[config.mk]
export PLATFORM = sky130hd
export DESIGN_NAME = subband_adpcm_sample_decoder
export DESIGN_NICKNAME = d
export VERILOG_FILES = /design/src/hdl/sadpcm_pkg.sv /design/src/hdl/subband_adpcm_sample_decoder.sv /design/src/hdl/sadpcm_regs.sv /design/src/hdl/sadpcm_useq.sv /design/src/hdl/sadpcm_dpath.sv
export SDC_FILE = /design/constraint.sdc
export NUM_CORES = 2
export LEC_CHECK = 0
export BUFFER_PORTS_ARGS = -buffer_cell sky130_fd_sc_hd__buf_4
export CAP_MARGIN = 10
export CORE_MARGIN = 2
export CORE_UTILIZATION = 60
export CTS_CLUSTER_SIZE = 8
export DETAILED_ROUTE_END_ITERATION = 16
export GPL_ROUTABILITY_DRIVEN = 1
export PLACE_DENSITY_LB_ADDON = 0.08
export RECOVER_POWER = 100
export SETUP_SLACK_MARGIN = 0.1
export SLEW_MARGIN = 20
export SYNTH_ARGS = -nofsm -noshare
export SYNTH_HDL_FRONTEND = slang
export SYNTH_SLANG_ARGS = --single-unit
[constraint.sdc]
create_clock -name aclk -period 7.5 [get_ports aclk]
set_clock_uncertainty 0.1 [all_clocks]
set_input_delay 0.375 -clock aclk [delete_from_list [all_inputs] [get_ports aclk]]
set_output_delay 0.375 -clock aclk [all_outputs]
set_load 0.1 [all_outputs]
[src/hdl/sadpcm_pkg.sv]
// Shared types, constants and microcode program for the subband ADPCM sample decoder.
`timescale 1ns / 1ps

package sadpcm_pkg;

    localparam int WINDOW_MAX_DEF = 32;
    localparam int CODE_W         = 8;
    localparam int SAMPLE_W       = 16;
    localparam int DIFF_W         = 24;
    localparam int ABS_W          = 24;
    localparam int STEP_W         = 16;
    localparam int SHIFT_W        = 4;
    localparam int WLEN_W         = 6;
    localparam int MINSTEP_W      = 15;
    localparam int RESCALE_SHIFT  = 15;
    localparam int STEP_LIMIT     = 65535;
    localparam int ADDR_W         = 4;
    localparam int DATA_W         = 32;
    localparam int UPC_W          = 3;

    localparam logic [SHIFT_W-1:0]   PRED_SHIFT_RST = 4'd14;
    localparam logic [SHIFT_W-1:0]   GAIN_SHIFT_RST = 4'd0;
    localparam logic [WLEN_W-1:0]    WLEN_RST       = 6'd8;
    localparam logic [MINSTEP_W-1:0] STEP_FLOOR_RST = 15'd1;

    typedef enum logic [1:0] {
        REG_PRED_SHIFT = 2'd0,
        REG_GAIN_SHIFT = 2'd1,
        REG_WINDOW_LEN = 2'd2,
        REG_STEP_FLOOR = 2'd3
    } reg_idx_t;

    typedef struct packed {
        logic [SHIFT_W-1:0]   predictor_shift;
        logic [SHIFT_W-1:0]   gain_shift;
        logic [WLEN_W-1:0]    window_len;
        logic [MINSTEP_W-1:0] step_floor;
    } cfg_t;

    typedef logic [UPC_W-1:0] upc_t;

    typedef enum logic [1:0] {
        HOLD_NONE = 2'd0,
        HOLD_IN   = 2'd1,
        HOLD_OUT  = 2'd2,
        HOLD_CNT  = 2'd3
    } hold_t;

    typedef struct packed {
        logic ld_code;
        logic mul;
        logic add;
        logic emit;
        logic walk;
        logic div_init;
        logic div_step;
        logic round;
    } ctrl_t;

    typedef struct packed {
        logic cnt_nz;
        logic out_free;
    } stat_t;

    typedef struct packed {
        ctrl_t ctrl;
        hold_t hold;
        upc_t  nxt;
    } uword_t;

    localparam upc_t UA_IDLE  = 3'd0;
    localparam upc_t UA_MUL   = 3'd1;
    localparam upc_t UA_ADD   = 3'd2;
    localparam upc_t UA_EMIT  = 3'd3;
    localparam upc_t UA_WALK  = 3'd4;
    localparam upc_t UA_DINIT = 3'd5;
    localparam upc_t UA_DIV   = 3'd6;
    localparam upc_t UA_ROUND = 3'd7;

    localparam ctrl_t C_NONE = '0;

    function automatic uword_t ucode_rom(input upc_t pc);
        uword_t w;
        w.ctrl = C_NONE;
        w.hold = HOLD_NONE;
        w.nxt  = UA_IDLE;
        case (pc)
            UA_IDLE: begin
                w.ctrl.ld_code = 1'b1; w.hold = HOLD_IN;  w.nxt = UA_MUL;
            end
            UA_MUL: begin
                w.ctrl.mul = 1'b1;                        w.nxt = UA_ADD;
            end
            UA_ADD: begin
                w.ctrl.add = 1'b1;                        w.nxt = UA_EMIT;
            end
            UA_EMIT: begin
                w.ctrl.emit = 1'b1;    w.hold = HOLD_OUT; w.nxt = UA_WALK;
            end
            UA_WALK: begin
                w.ctrl.walk = 1'b1;    w.hold = HOLD_CNT; w.nxt = UA_DINIT;
            end
            UA_DINIT: begin
                w.ctrl.div_init = 1'b1;                   w.nxt = UA_DIV;
            end
            UA_DIV: begin
                w.ctrl.div_step = 1'b1; w.hold = HOLD_CNT; w.nxt = UA_ROUND;
            end
            UA_ROUND: begin
                w.ctrl.round = 1'b1;                      w.nxt = UA_IDLE;
            end
            default: begin
                w.nxt = UA_IDLE;
            end
        endcase
        return w;
    endfunction

    function automatic logic [ABS_W-1:0] abs_diff(input logic signed [DIFF_W-1:0] d);
        logic [ABS_W-1:0] r;
        r = d[DIFF_W-1] ? ABS_W'(-d) : ABS_W'(d);
        return r;
    endfunction

endpackage

[src/hdl/subband_adpcm_sample_decoder.sv]
// Top level of the subband ADPCM sample decoder.
`timescale 1ns / 1ps

// One 8-bit signed code per input beat yields one 16-bit reconstructed sample per output
// beat. A microcoded sequencer runs each code through a fixed program: load the code,
// multiply, add, emit, walk the difference window memory (len - 1 reads, one per cycle,
// plus a final accumulate, where len is the effective window length), then a bit-serial
// divide of the window sum by len and a rounded step size update. A finished sample waits
// in an output register; while it is still held, the next sample stalls the program until
// the sink takes it, and the next code is taken once the current program completes.
// Configuration is to be written through the APB port only while the decoder is idle; the
// block itself does not enforce this. A step floor write takes effect at the next step
// adaptation, not on the current step size.
module subband_adpcm_sample_decoder
    import sadpcm_pkg::*;
#(
    parameter int WINDOW_MAX = WINDOW_MAX_DEF
) (
    input  logic                aclk,
    input  logic                aresetn,
    input  logic                s_tvalid,
    output logic                s_tready,
    input  logic [CODE_W-1:0]   s_tdata,   // [7:0] code
    output logic                m_tvalid,
    input  logic                m_tready,
    output logic [SAMPLE_W-1:0] m_tdata,   // [15:0] sample
    input  logic                psel,
    input  logic                penable,
    input  logic                pwrite,
    input  logic [ADDR_W-1:0]   paddr,
    input  logic [DATA_W-1:0]   pwdata,
    output logic [DATA_W-1:0]   prdata,
    output logic                pready
);

    cfg_t  cfg;
    ctrl_t ctrl;
    stat_t stat;

    sadpcm_regs u_regs (
        .aclk    (aclk),
        .aresetn (aresetn),
        .psel    (psel),
        .penable (penable),
        .pwrite  (pwrite),
        .paddr   (paddr),
        .pwdata  (pwdata),
        .prdata  (prdata),
        .pready  (pready),
        .cfg     (cfg)
    );

    sadpcm_useq u_useq (
        .aclk     (aclk),
        .aresetn  (aresetn),
        .s_tvalid (s_tvalid),
        .stat     (stat),
        .ctrl     (ctrl),
        .s_tready (s_tready)
    );

    sadpcm_dpath #(
        .WINDOW_MAX (WINDOW_MAX)
    ) u_dpath (
        .aclk     (aclk),
        .aresetn  (aresetn),
        .cfg      (cfg),
        .ctrl     (ctrl),
        .s_tvalid (s_tvalid),
        .s_tdata  (s_tdata),
        .m_tvalid (m_tvalid),
        .m_tready (m_tready),
        .m_tdata  (m_tdata),
        .stat     (stat)
    );

endmodule

[src/hdl/sadpcm_regs.sv]
// APB configuration register bank.
`timescale 1ns / 1ps

module sadpcm_regs
    import sadpcm_pkg::*;
(
    input  logic              aclk,
    input  logic              aresetn,
    input  logic              psel,
    input  logic              penable,
    input  logic              pwrite,
    input  logic [ADDR_W-1:0] paddr,
    input  logic [DATA_W-1:0] pwdata,
    output logic [DATA_W-1:0] prdata,
    output logic              pready,
    output cfg_t              cfg
);

    cfg_t     cfg_reg;
    reg_idx_t idx;
    logic     wr_en;

    assign pready = 1'b1;
    assign idx    = reg_idx_t'(paddr[3:2]);
    assign wr_en  = psel & penable & pwrite & pready;
    assign cfg    = cfg_reg;

    always_ff @(posedge aclk) begin
        if (!aresetn) begin
            cfg_reg.predictor_shift <= PRED_SHIFT_RST;
            cfg_reg.gain_shift      <= GAIN_SHIFT_RST;
            cfg_reg.window_len      <= WLEN_RST;
            cfg_reg.step_floor      <= STEP_FLOOR_RST;
        end else if (wr_en) begin
            case (idx)
                REG_PRED_SHIFT: cfg_reg.predictor_shift <= pwdata[SHIFT_W-1:0];
                REG_GAIN_SHIFT: cfg_reg.gain_shift      <= pwdata[SHIFT_W-1:0];
                REG_WINDOW_LEN: cfg_reg.window_len      <= pwdata[WLEN_W-1:0];
                REG_STEP_FLOOR: cfg_reg.step_floor      <= pwdata[MINSTEP_W-1:0];
                default: ;
            endcase
        end
    end

    always_comb begin
        case (idx)
            REG_PRED_SHIFT: prdata = DATA_W'(cfg_reg.predictor_shift);
            REG_GAIN_SHIFT: prdata = DATA_W'(cfg_reg.gain_shift);
            REG_WINDOW_LEN: prdata = DATA_W'(cfg_reg.window_len);
            REG_STEP_FLOOR: prdata = DATA_W'(cfg_reg.step_floor);
            default:        prdata = '0;
        endcase
    end

endmodule

[src/hdl/sadpcm_useq.sv]
// Microcode sequencer: step counter, control store and hold conditions.
`timescale 1ns / 1ps

module sadpcm_useq
    import sadpcm_pkg::*;
(
    input  logic  aclk,
    input  logic  aresetn,
    input  logic  s_tvalid,
    input  stat_t stat,
    output ctrl_t ctrl,
    output logic  s_tready
);

    upc_t   pc_reg;
    upc_t   pc_next;
    uword_t word;
    logic   hold_active;

    assign word     = ucode_rom(pc_reg);
    assign ctrl     = word.ctrl;
    assign s_tready = word.ctrl.ld_code & aresetn;

    always_comb begin
        case (word.hold)
            HOLD_IN:  hold_active = ~s_tvalid;
            HOLD_OUT: hold_active = ~stat.out_free;
            HOLD_CNT: hold_active = stat.cnt_nz;
            default:  hold_active = 1'b0;
        endcase
        pc_next = hold_active ? pc_reg : word.nxt;
    end

    always_ff @(posedge aclk) begin
        if (!aresetn) begin
            pc_reg <= UA_IDLE;
        end else begin
            pc_reg <= pc_next;
        end
    end

endmodule

[src/hdl/sadpcm_dpath.sv]
// Datapath: reconstruction, predictor, difference window, serial divider and step update.
`timescale 1ns / 1ps

module sadpcm_dpath
    import sadpcm_pkg::*;
#(
    parameter int WINDOW_MAX = WINDOW_MAX_DEF
) (
    input  logic                aclk,
    input  logic                aresetn,
    input  cfg_t                cfg,
    input  ctrl_t               ctrl,
    input  logic                s_tvalid,
    input  logic [CODE_W-1:0]   s_tdata,
    output logic                m_tvalid,
    input  logic                m_tready,
    output logic [SAMPLE_W-1:0] m_tdata,
    output stat_t               stat
);

    localparam int PTR_W  = $clog2(WINDOW_MAX);
    localparam int LEN_W  = $clog2(WINDOW_MAX + 1);
    localparam int SUM_W  = ABS_W + $clog2(WINDOW_MAX);
    localparam int DIVD_W = SUM_W + (2 ** SHIFT_W) - 1;
    localparam int CNT_W  = $clog2(DIVD_W + WINDOW_MAX);
    localparam int Q_W    = DIVD_W + 1 - RESCALE_SHIFT;
    localparam logic [PTR_W-1:0] PTR_LAST = PTR_W'(WINDOW_MAX - 1);

    logic signed [DIFF_W-1:0]   mem [WINDOW_MAX];
    logic [WINDOW_MAX-1:0]      valid_reg;

    logic signed [CODE_W-1:0]   code_reg;
    logic signed [DIFF_W-1:0]   diff_reg;
    logic [SAMPLE_W-1:0]        sample_reg;
    logic [SAMPLE_W-1:0]        pred_reg;
    logic [STEP_W-1:0]          step_reg;
    logic [PTR_W-1:0]           wr_pos_reg;
    logic [PTR_W-1:0]           rd_ptr_reg;
    logic [CNT_W-1:0]           cnt_reg;
    logic [LEN_W-1:0]           len_reg;
    logic [SUM_W-1:0]           acc_reg;
    logic [DIVD_W-1:0]          dvd_reg;
    logic [LEN_W-1:0]           rem_reg;
    logic signed [DIFF_W-1:0]   rd_data_reg;
    logic                       rd_vld_reg;
    logic                       rd_pend_reg;
    logic [SAMPLE_W-1:0]        out_reg;
    logic                       out_valid_reg;

    logic                       out_free;
    logic                       rd_en;
    logic [LEN_W-1:0]           len_eff;
    logic signed [DIFF_W:0]     prod;
    logic signed [31:0]         pred_ext;
    logic signed [31:0]         pred_shl;
    logic signed [31:0]         pred_rnd;
    logic [LEN_W:0]             rem_sh;
    logic                       q_bit;
    logic [DIVD_W:0]            rnd_sum;
    logic [Q_W-1:0]             rnd_q;
    logic [STEP_W-1:0]          step_sat;
    logic [STEP_W-1:0]          step_next;
    logic [ABS_W-1:0]           rd_abs;

    assign out_free      = ~out_valid_reg | m_tready;
    assign stat.out_free = out_free;
    assign stat.cnt_nz   = (cnt_reg != '0);
    assign m_tvalid      = out_valid_reg;
    assign m_tdata       = out_reg;
    assign rd_en         = ctrl.walk & (cnt_reg != '0);

    always_comb begin
        if (cfg.window_len == '0) begin
            len_eff = LEN_W'(1);
        end else if (32'(cfg.window_len) > WINDOW_MAX) begin
            len_eff = LEN_W'(WINDOW_MAX);
        end else begin
            len_eff = LEN_W'(cfg.window_len);
        end
    end

    assign prod = $signed({1'b0, step_reg}) * code_reg;

    always_comb begin
        pred_ext = {{(32 - SAMPLE_W){sample_reg[SAMPLE_W-1]}}, sample_reg};
        pred_shl = pred_ext <<< cfg.predictor_shift;
        pred_rnd = pred_shl + 32'sd16384;
    end

    assign rem_sh = {rem_reg, dvd_reg[DIVD_W-1]};
    assign q_bit  = (rem_sh >= {1'b0, len_reg});
    assign rd_abs = rd_vld_reg ? abs_diff(rd_data_reg) : '0;

    always_comb begin
        rnd_sum = {1'b0, dvd_reg} + (DIVD_W + 1)'(2 ** (RESCALE_SHIFT - 1));
        rnd_q   = rnd_sum[DIVD_W:RESCALE_SHIFT];
        if (rnd_q > Q_W'(STEP_LIMIT)) begin
            step_sat = STEP_W'(STEP_LIMIT);
        end else begin
            step_sat = rnd_q[STEP_W-1:0];
        end
        if (step_sat < {1'b0, cfg.step_floor}) begin
            step_next = {1'b0, cfg.step_floor};
        end else begin
            step_next = step_sat;
        end
    end

    always_ff @(posedge aclk) begin
        if (ctrl.add) begin
            mem[wr_pos_reg] <= diff_reg;
        end
        if (rd_en) begin
            rd_data_reg <= mem[rd_ptr_reg];
        end
    end

    always_ff @(posedge aclk) begin
        if (ctrl.ld_code & s_tvalid) begin
            code_reg <= s_tdata;
        end
        if (ctrl.mul) begin
            diff_reg <= prod[DIFF_W-1:0];
        end
        if (ctrl.add) begin
            sample_reg <= diff_reg[SAMPLE_W-1:0] + pred_reg;
            len_reg    <= len_eff;
            rd_ptr_reg <= (wr_pos_reg == '0) ? PTR_LAST : wr_pos_reg - PTR_W'(1);
            acc_reg    <= SUM_W'(abs_diff(diff_reg));
        end
        if (ctrl.emit & out_free) begin
            out_reg <= sample_reg;
        end
        if (ctrl.walk) begin
            if (rd_pend_reg) begin
                acc_reg <= acc_reg + SUM_W'(rd_abs);
            end
            if (rd_en) begin
                rd_ptr_reg <= (rd_ptr_reg == '0) ? PTR_LAST : rd_ptr_reg - PTR_W'(1);
            end
        end
        if (ctrl.div_init) begin
            dvd_reg <= DIVD_W'(acc_reg) << cfg.gain_shift;
            rem_reg <= '0;
        end
        if (ctrl.div_step) begin
            rem_reg <= q_bit ? LEN_W'(rem_sh - {1'b0, len_reg}) : rem_sh[LEN_W-1:0];
            dvd_reg <= {dvd_reg[DIVD_W-2:0], q_bit};
        end
    end

    always_ff @(posedge aclk) begin
        if (!aresetn) begin
            valid_reg     <= '0;
            wr_pos_reg    <= '0;
            pred_reg      <= '0;
            step_reg      <= STEP_W'(STEP_FLOOR_RST);
            cnt_reg       <= '0;
            rd_pend_reg   <= 1'b0;
            rd_vld_reg    <= 1'b0;
            out_valid_reg <= 1'b0;
        end else begin
            if (ctrl.add) begin
                valid_reg[wr_pos_reg] <= 1'b1;
                wr_pos_reg <= (wr_pos_reg == PTR_LAST) ? '0 : wr_pos_reg + PTR_W'(1);
                cnt_reg    <= CNT_W'(len_eff - LEN_W'(1));
            end
            if (ctrl.emit & out_free) begin
                pred_reg <= pred_rnd[30:15];
            end
            if (ctrl.walk) begin
                rd_pend_reg <= rd_en;
                if (rd_en) begin
                    rd_vld_reg <= valid_reg[rd_ptr_reg];
                end
            end
            if ((ctrl.walk | ctrl.div_step) && cnt_reg != '0) begin
                cnt_reg <= cnt_reg - CNT_W'(1);
            end
            if (ctrl.div_init) begin
                cnt_reg <= CNT_W'(DIVD_W - 1);
            end
            if (ctrl.round) begin
                step_reg <= step_next;
            end
            if (ctrl.emit & out_free) begin
                out_valid_reg <= 1'b1;
            end else if (m_tready) begin
                out_valid_reg <= 1'b0;
            end
        end
    end

endmodule
======== After elaboration in Yosys (flattened, before gate mapping) ========
Memories as Yosys holds them, arrays and structs flattened. A register that Yosys moved wholly into a read port is not among the register bits.
Index checks and enable logic that the tools add are counted.
storage, ports and cells
  flip-flop bits (word level) ............. 265
  bits in writable memories ............... 768
  input bits .............................. 51
  output and inout bits ................... 51
  word-level logic and storage cells ...... 136
  memories kept ........................... 1
memories
  memory       words  width  read ports  clocked after memory_dff  write ports  RTL line            text
  u_dpath.mem  32     24     1           1                         1            sadpcm_dpath.sv:29  logic signed [DIFF_W-1:0] mem [WINDOW_MAX];
operators by class
  add/sub/neg operators ................... 12
  multipliers ............................. 1
  magnitude comparators ................... 7
  equal/unequal tests ..................... 14
  shift-type cells ........................ 2
  multiplexer cells ....................... 44
  bitwise gates (word level) .............. 13
  reductions and logical operators ........ 19
operator list
  operator                                                                           number
  32-bit one-hot mux with 4 select lines                                             1
  44-bit 2-to-1 mux                                                                  2
  29-bit 2-to-1 mux                                                                  3
  24-bit 2-to-1 mux                                                                  3
  24-bit negation                                                                    2
  44-bit by 15-bit adder with 45-bit output, second input constant                   1
  29-bit by 4-bit << shifter with 44-bit output                                      1
  6-bit 2-to-1 mux                                                                   6
  16-bit 2-to-1 mux                                                                  2
  32-bit bitwise OR                                                                  1
  31-bit by 16-bit adder with 31-bit output, second input constant                   1
  16-bit by 4-bit <<< shifter with 31-bit output                                     1
  30-bit by 16-bit greater-than comparator with 1-bit output, second input constant  1
  5-bit 2-to-1 mux                                                                   6
  29-bit by 24-bit adder with 29-bit output                                          1
  17-bit by 8-bit multiplier with 24-bit output                                      1
  3-bit one-hot mux with 8 select lines                                              1
  16-bit adder                                                                       1
  16-bit by 15-bit less-than comparator with 1-bit output                            1
  1-bit 2-to-1 mux                                                                   14
  7-bit 2-to-1 mux                                                                   2
  3-bit equality test, second input constant                                         4
  5-bit by 6-bit less-than comparator with 1-bit output, second input constant       2
  5-bit zero test                                                                    2
  other kinds (29)                                                                   52

======== Depth between registers and ports, before layout ========
  depth after elaboration ................. 7
  depth in mapped cells ................... 21
  gate-level depth less buffers ........... 20

======== By module ========
A second synthesis with hierarchy kept.
second synthesis, totals
  cells, all modules ...................... 3480
  area total of the unflattened synthesis .. 51262.9 um^2
modules (own cells, without submodules)
  module        times used  cells each  area each (um^2)  seq. area each (um^2)
  sadpcm_dpath  1           3286        49466.2           29648.4
  sadpcm_regs   1           160         1515.2            580.6
  sadpcm_useq   1           34          281.5             60.1

======== Worst setup path before layout ========
Ideal clock, no wire load.
  path type ............................... register -> register
  start point ............................. reg u_dpath.code_reg[7]
  end point ............................... reg u_dpath.diff_reg[21], data pin
  setup time .............................. 0.258 ns
  arrival ................................. 5.000 ns
  data required time ...................... 7.142 ns
  slack ................................... 2.142 ns
  cell stages (with the launch flop) ...... 20
  path buffers ............................ 1
  clock period less this slack ............ 5.358 ns
  path through ............................ edfxtp_1 > clkbuf_1 > clkinv_1 > nor2_1 > fa_1 > fa_1 > fa_1 > inv_1 > fa_1 > inv_1 > ha_1 > o21a_1 > o21a_1 > a41oi_1 > o2111ai_1 > a31oi_1 > nor2b_1 > o21ai_0 > nor2b_1 > xnor2_1
on the way
  cells in the longest elaborated chain, start to end .. 1
ends and longest elaborated chain
  what                                           RTL line             text
  start, declared                                sadpcm_dpath.sv:32   logic signed [CODE_W-1:0] code_reg;
  start signal, assigned                         sadpcm_dpath.sv:120  code_reg <= s_tdata;
  17-bit by 8-bit multiplier with 24-bit output  sadpcm_dpath.sv:82   assign prod = $signed({1'b0, step_reg}) * code_reg;
  via u_dpath.prod[21]                           sadpcm_dpath.sv:53   logic signed [DIFF_W:0] prod;
  end signal, assigned                           sadpcm_dpath.sv:123  diff_reg <= prod[DIFF_W-1:0];
  end, declared                                  sadpcm_dpath.sv:33   logic signed [DIFF_W-1:0] diff_reg;
The timed path passes the listed nets, and every way through them passes these cells.
A chain may end at the register's enable or synchronous reset.

======== Final worst setup path ========
  start point ............................. reg u_dpath.dvd_reg[15]
  end point ............................... reg u_dpath.step_reg[0]
on the way
  cells in the longest elaborated chain, start to end .. 5
ends and longest elaborated chain
  what                                                        RTL line             text
  start, declared                                             sadpcm_dpath.sv:42   logic [DIVD_W-1:0] dvd_reg;
  start signal, assigned                                      sadpcm_dpath.sv:143  dvd_reg <= DIVD_W'(acc_reg) << cfg.gain_shift;
  start signal, assigned                                      sadpcm_dpath.sv:148  dvd_reg <= {dvd_reg[DIVD_W-2:0], q_bit};
  44-bit by 15-bit adder with 45-bit output *                 sadpcm_dpath.sv:95   rnd_sum = {1'b0, dvd_reg} + (DIVD_W + 1)'(2 ** (RESCALE_SHIFT - 1));
  30-bit by 16-bit greater-than comparator with 1-bit output  sadpcm_dpath.sv:97   if (rnd_q > Q_W'(STEP_LIMIT)) begin
  16-bit 2-to-1 mux *                                         sadpcm_dpath.sv:97
  16-bit by 15-bit less-than comparator with 1-bit output     sadpcm_dpath.sv:102  if (step_sat < {1'b0, cfg.step_floor}) begin
  16-bit 2-to-1 mux *                                         sadpcm_dpath.sv:102
  end signal, assigned                                        sadpcm_dpath.sv:157  step_reg <= STEP_W'(STEP_FLOOR_RST);
  end signal, assigned                                        sadpcm_dpath.sv:184  step_reg <= step_next;
  end, declared                                               sadpcm_dpath.sv:36   logic [STEP_W-1:0] step_reg;
Every way passes the cells marked *; elsewhere a longest branch is shown, timed or not.

==> results.txt <==
Max reg flops: 768
CP Class: flip-flop to flip-flop
Placer Congestion: 0.918
Reg clk slew, reported paths: 50 ps
DRC Markers: 0
Crit. Startpoint: u_dpath.dvd_reg[15]
DR WL/cell: 26.3 um
Finished Layout Cells: 4,857
Seq cells post-synth: 1,057
Fin crit share: 0.835
Number of antenna-violating nets in the routed design: 0
Final Max Tran Viols: 2,167
Fin. Hold Viols: 0
Area contributors post-synth: edfxtp_1, mux4_2, dfxtp_1
Total power: 0.0187 W
Die width: 296 um
Core Area: 84,000 um^2
Hold Path Class: primary input to flip-flop
# rows: 106
Ratio of cells with drive above 1 in the final layout: 0.160
Initial DRC count: 3,475
Critical Path RT: 8000 ps
Pre-Repair DR Iteration Count: 8
Unique masters post-synth: 79
Final wirelength: 128,000 um
CP startpoint kind: flip-flop
RSZ-0062 raised after global routing: false
R2r worst-path depth: 18
Post-route cell area: 57,000 um^2
CTS Buf Count: 150
Worst skew pair latency: 760 ps
Wire length of the first global-routing pass: 193,000 um
Number of global-route vias before repair: 31,322
Io pins: 102
Largest net degree at the start of global routing: 86
Sequential share of the synthesized area: 0.594
Critical path fanouts, max: 29
Worst hold path endpoint: u_regs.cfg[28]
Outcome: complete, but fails checks
Cell count of the worst hold path: 4
FF-to-FF Start: u_dpath.dvd_reg[15]
Synth Warn #: 0
Hold Slack: 58.9 ps
Placed Cells: 4,627
GRT Residual Overflow: 0
Diodes inserted: 0
Initial antenna violation count: 1
Critical Path AT: 6760 ps
Final setup vio count: 0
Post-synth top flop: edfxtp_1
Post-DP Area: 52,900 um^2
Maximum clock rate: 0.160 GHz
Maximum vdd drop: 0.309 mV
Pleak: 19.6 nW
Tmin final: 6260 ps
R2r setup slk: 1240 ps
Asr flop ratio synth: 0
Mean post-synth cell area: 14.4 um^2
RR Endpoint: u_dpath.step_reg[0]
Yosys top cell area share: 0.537
DR vias/cell: 6.38
Final net count: 3,945
Rel. slew slack: -1.85
CP Capture Type: flip-flop
Violated checks: max-capacitance violations, max-slew violations
Mapped Cells: 3,536
Via count: 30,969
Detail Placement HPWL: 74,000 um
Synth area leader: edfxtp_1
Number of port buffers: 64
Setup TNS: 0 ps
Hold Crit Start: paddr[3]
PwrDens: 327 nW/um^2
CTS tree: yes
Number of flops mapped to enable cells by yosys: 912
Clock Sink Count: 1,057
Initial Utilization: 0.607
Count of cells resized by post-cts repair: 0
Area Growth Syn to Fin: 11.9%
Max Cap Viol: 67
Die area: 87,300 um^2
Root buf cell: clkbuf_16
GRT Total Usage: 0.301
Post-Syn Area: 51,000 um^2
H-tree depth: 4
Max Root-Sink Buffers: 3
Worst slew pin tran: 4270 ps
Die H: 296 um
logic make-up after synthesis:
kind of cell    synth area share
compound gates            0.0539
xor+xnor                  0.0215
fa+ha+maj                 0.0667
buf+inv                   0.0306
flops                      0.594
mux                        0.147
other cells             0.000147
simple gates              0.0863
Yosys cell counts, drive strengths merged, types with 14 or more instances:
master	number
inv	184
buf	52
or3b	15
and2	97
nand2	268
a211oi	19
or3	14
a21oi	141
nor3	52
nor2	270
o21ai	112
edfxtp	912
xnor2	84
ha	131
mux4	288
nand3	71
mux2i	55
nand4	29
xor2	41
o31ai	23
clkbuf	146
o211ai	26
fa	88
nand2b	24
nor2b	22
a31oi	18
mux2	40
dfxtp	145
a21o	18
per-layer routing:
metal / part of all wire / track usage / vias up
met1: 0.39 / 0.403 / 15657
met5: 0 / 0 / -
li1: - / - / 13536
met4: 0.044 / 0.131 / 0
met2: 0.49 / 0.495 / 1485
met3: 0.078 / 0.0492 / 291
critical path, cell delays in order, from the launching register on:
cell      delay, ps
edfxtp_1        370
ha_1            200
and4_1          250
nand3_1         220
nor4b_2         450
nand2_1         120
xnor2_1         170
nor4_4          890
nand2_1         210
ha_1            370
a21o_1          160
a21o_1          170
a21oi_1         150
nor2_1           50
a211oi_1        310
nand4_1         140
o21ai_1        1370
mux2i_1         290
o21ai_0         100
layout make-up:
cell class	count	area, um^2
clock buffers	186	3940
multi-input cells	2110	19400
well taps	1134	1420
clock inverters	14	294
flip-flops and latches	1057	30300
repair buffers	169	975
fillers	5717	26900
inverters	187	702
cell usage in the layout, fill, tap and decap left out, drive strengths merged, types with 7 or more instances in the layout:
master       Yosys  final
edfxtp         912    912
clkbuf         146    292
mux4           288    288
nor2           270    270
nand2          268    268
inv            184    188
dfxtp          145    145
a21oi          141    141
ha             131    131
o21ai          112    112
and2            97     97
fa              88     88
xnor2           84     84
nand3           71     71
mux2i           55     55
nor3            52     52
xor2            41     41
mux2            40     40
buf             52     36
nand4           29     29
dlygate4sd3      0     27
o211ai          26     26
nand2b          24     24
o31ai           23     23
nor2b           22     22
a211oi          19     19
a21o            18     18
a31oi           18     18
conb             2     18
or3b            15     15
or3             14     14
o21bai          13     13
and3            13     13
clkinv           3     13
o21a            11     11
o41ai           10     10
or2             10     10
nor4            10     10
nand3b           9      9
or4              7      7
stage by stage:
step,worst slack (ps),utilization
after floorplan,2140,-
after global placement,1600,0.631
after detailed placement,1530,0.631
after CTS,1520,0.684
after global routing,546,0.679
final,1240,0.679
worst max path at each step:
stage,to,cells after the start
floorplan,u_dpath.diff_reg[21],19
global placement,u_dpath.diff_reg[21],18
detailed placement,u_dpath.diff_reg[21],18
CTS,u_dpath.diff_reg[21],18
finish,u_dpath.step_reg[0],18
global route,u_dpath.rd_data_reg[21],4
what timing repair did:
action                                 4_1_cts  5_1_grt
hold buffers                                27        0
buffers inserted                             0        0
endpoints found under the hold margin       43        0
report_power, final:
group / internal (W) / switching, W / leakage, nW / total (W)
combinational: 0.00209 / 0.00274 / 8.15 / 0.00483
sequential: 0.00725 / 0.000462 / 9.41 / 0.00771
clock: 0.00367 / 0.00247 / 2.04 / 0.00614
total: 0.0130 / 0.00567 / 19.6 / 0.0187
Power figures use the tool's default switching activity.
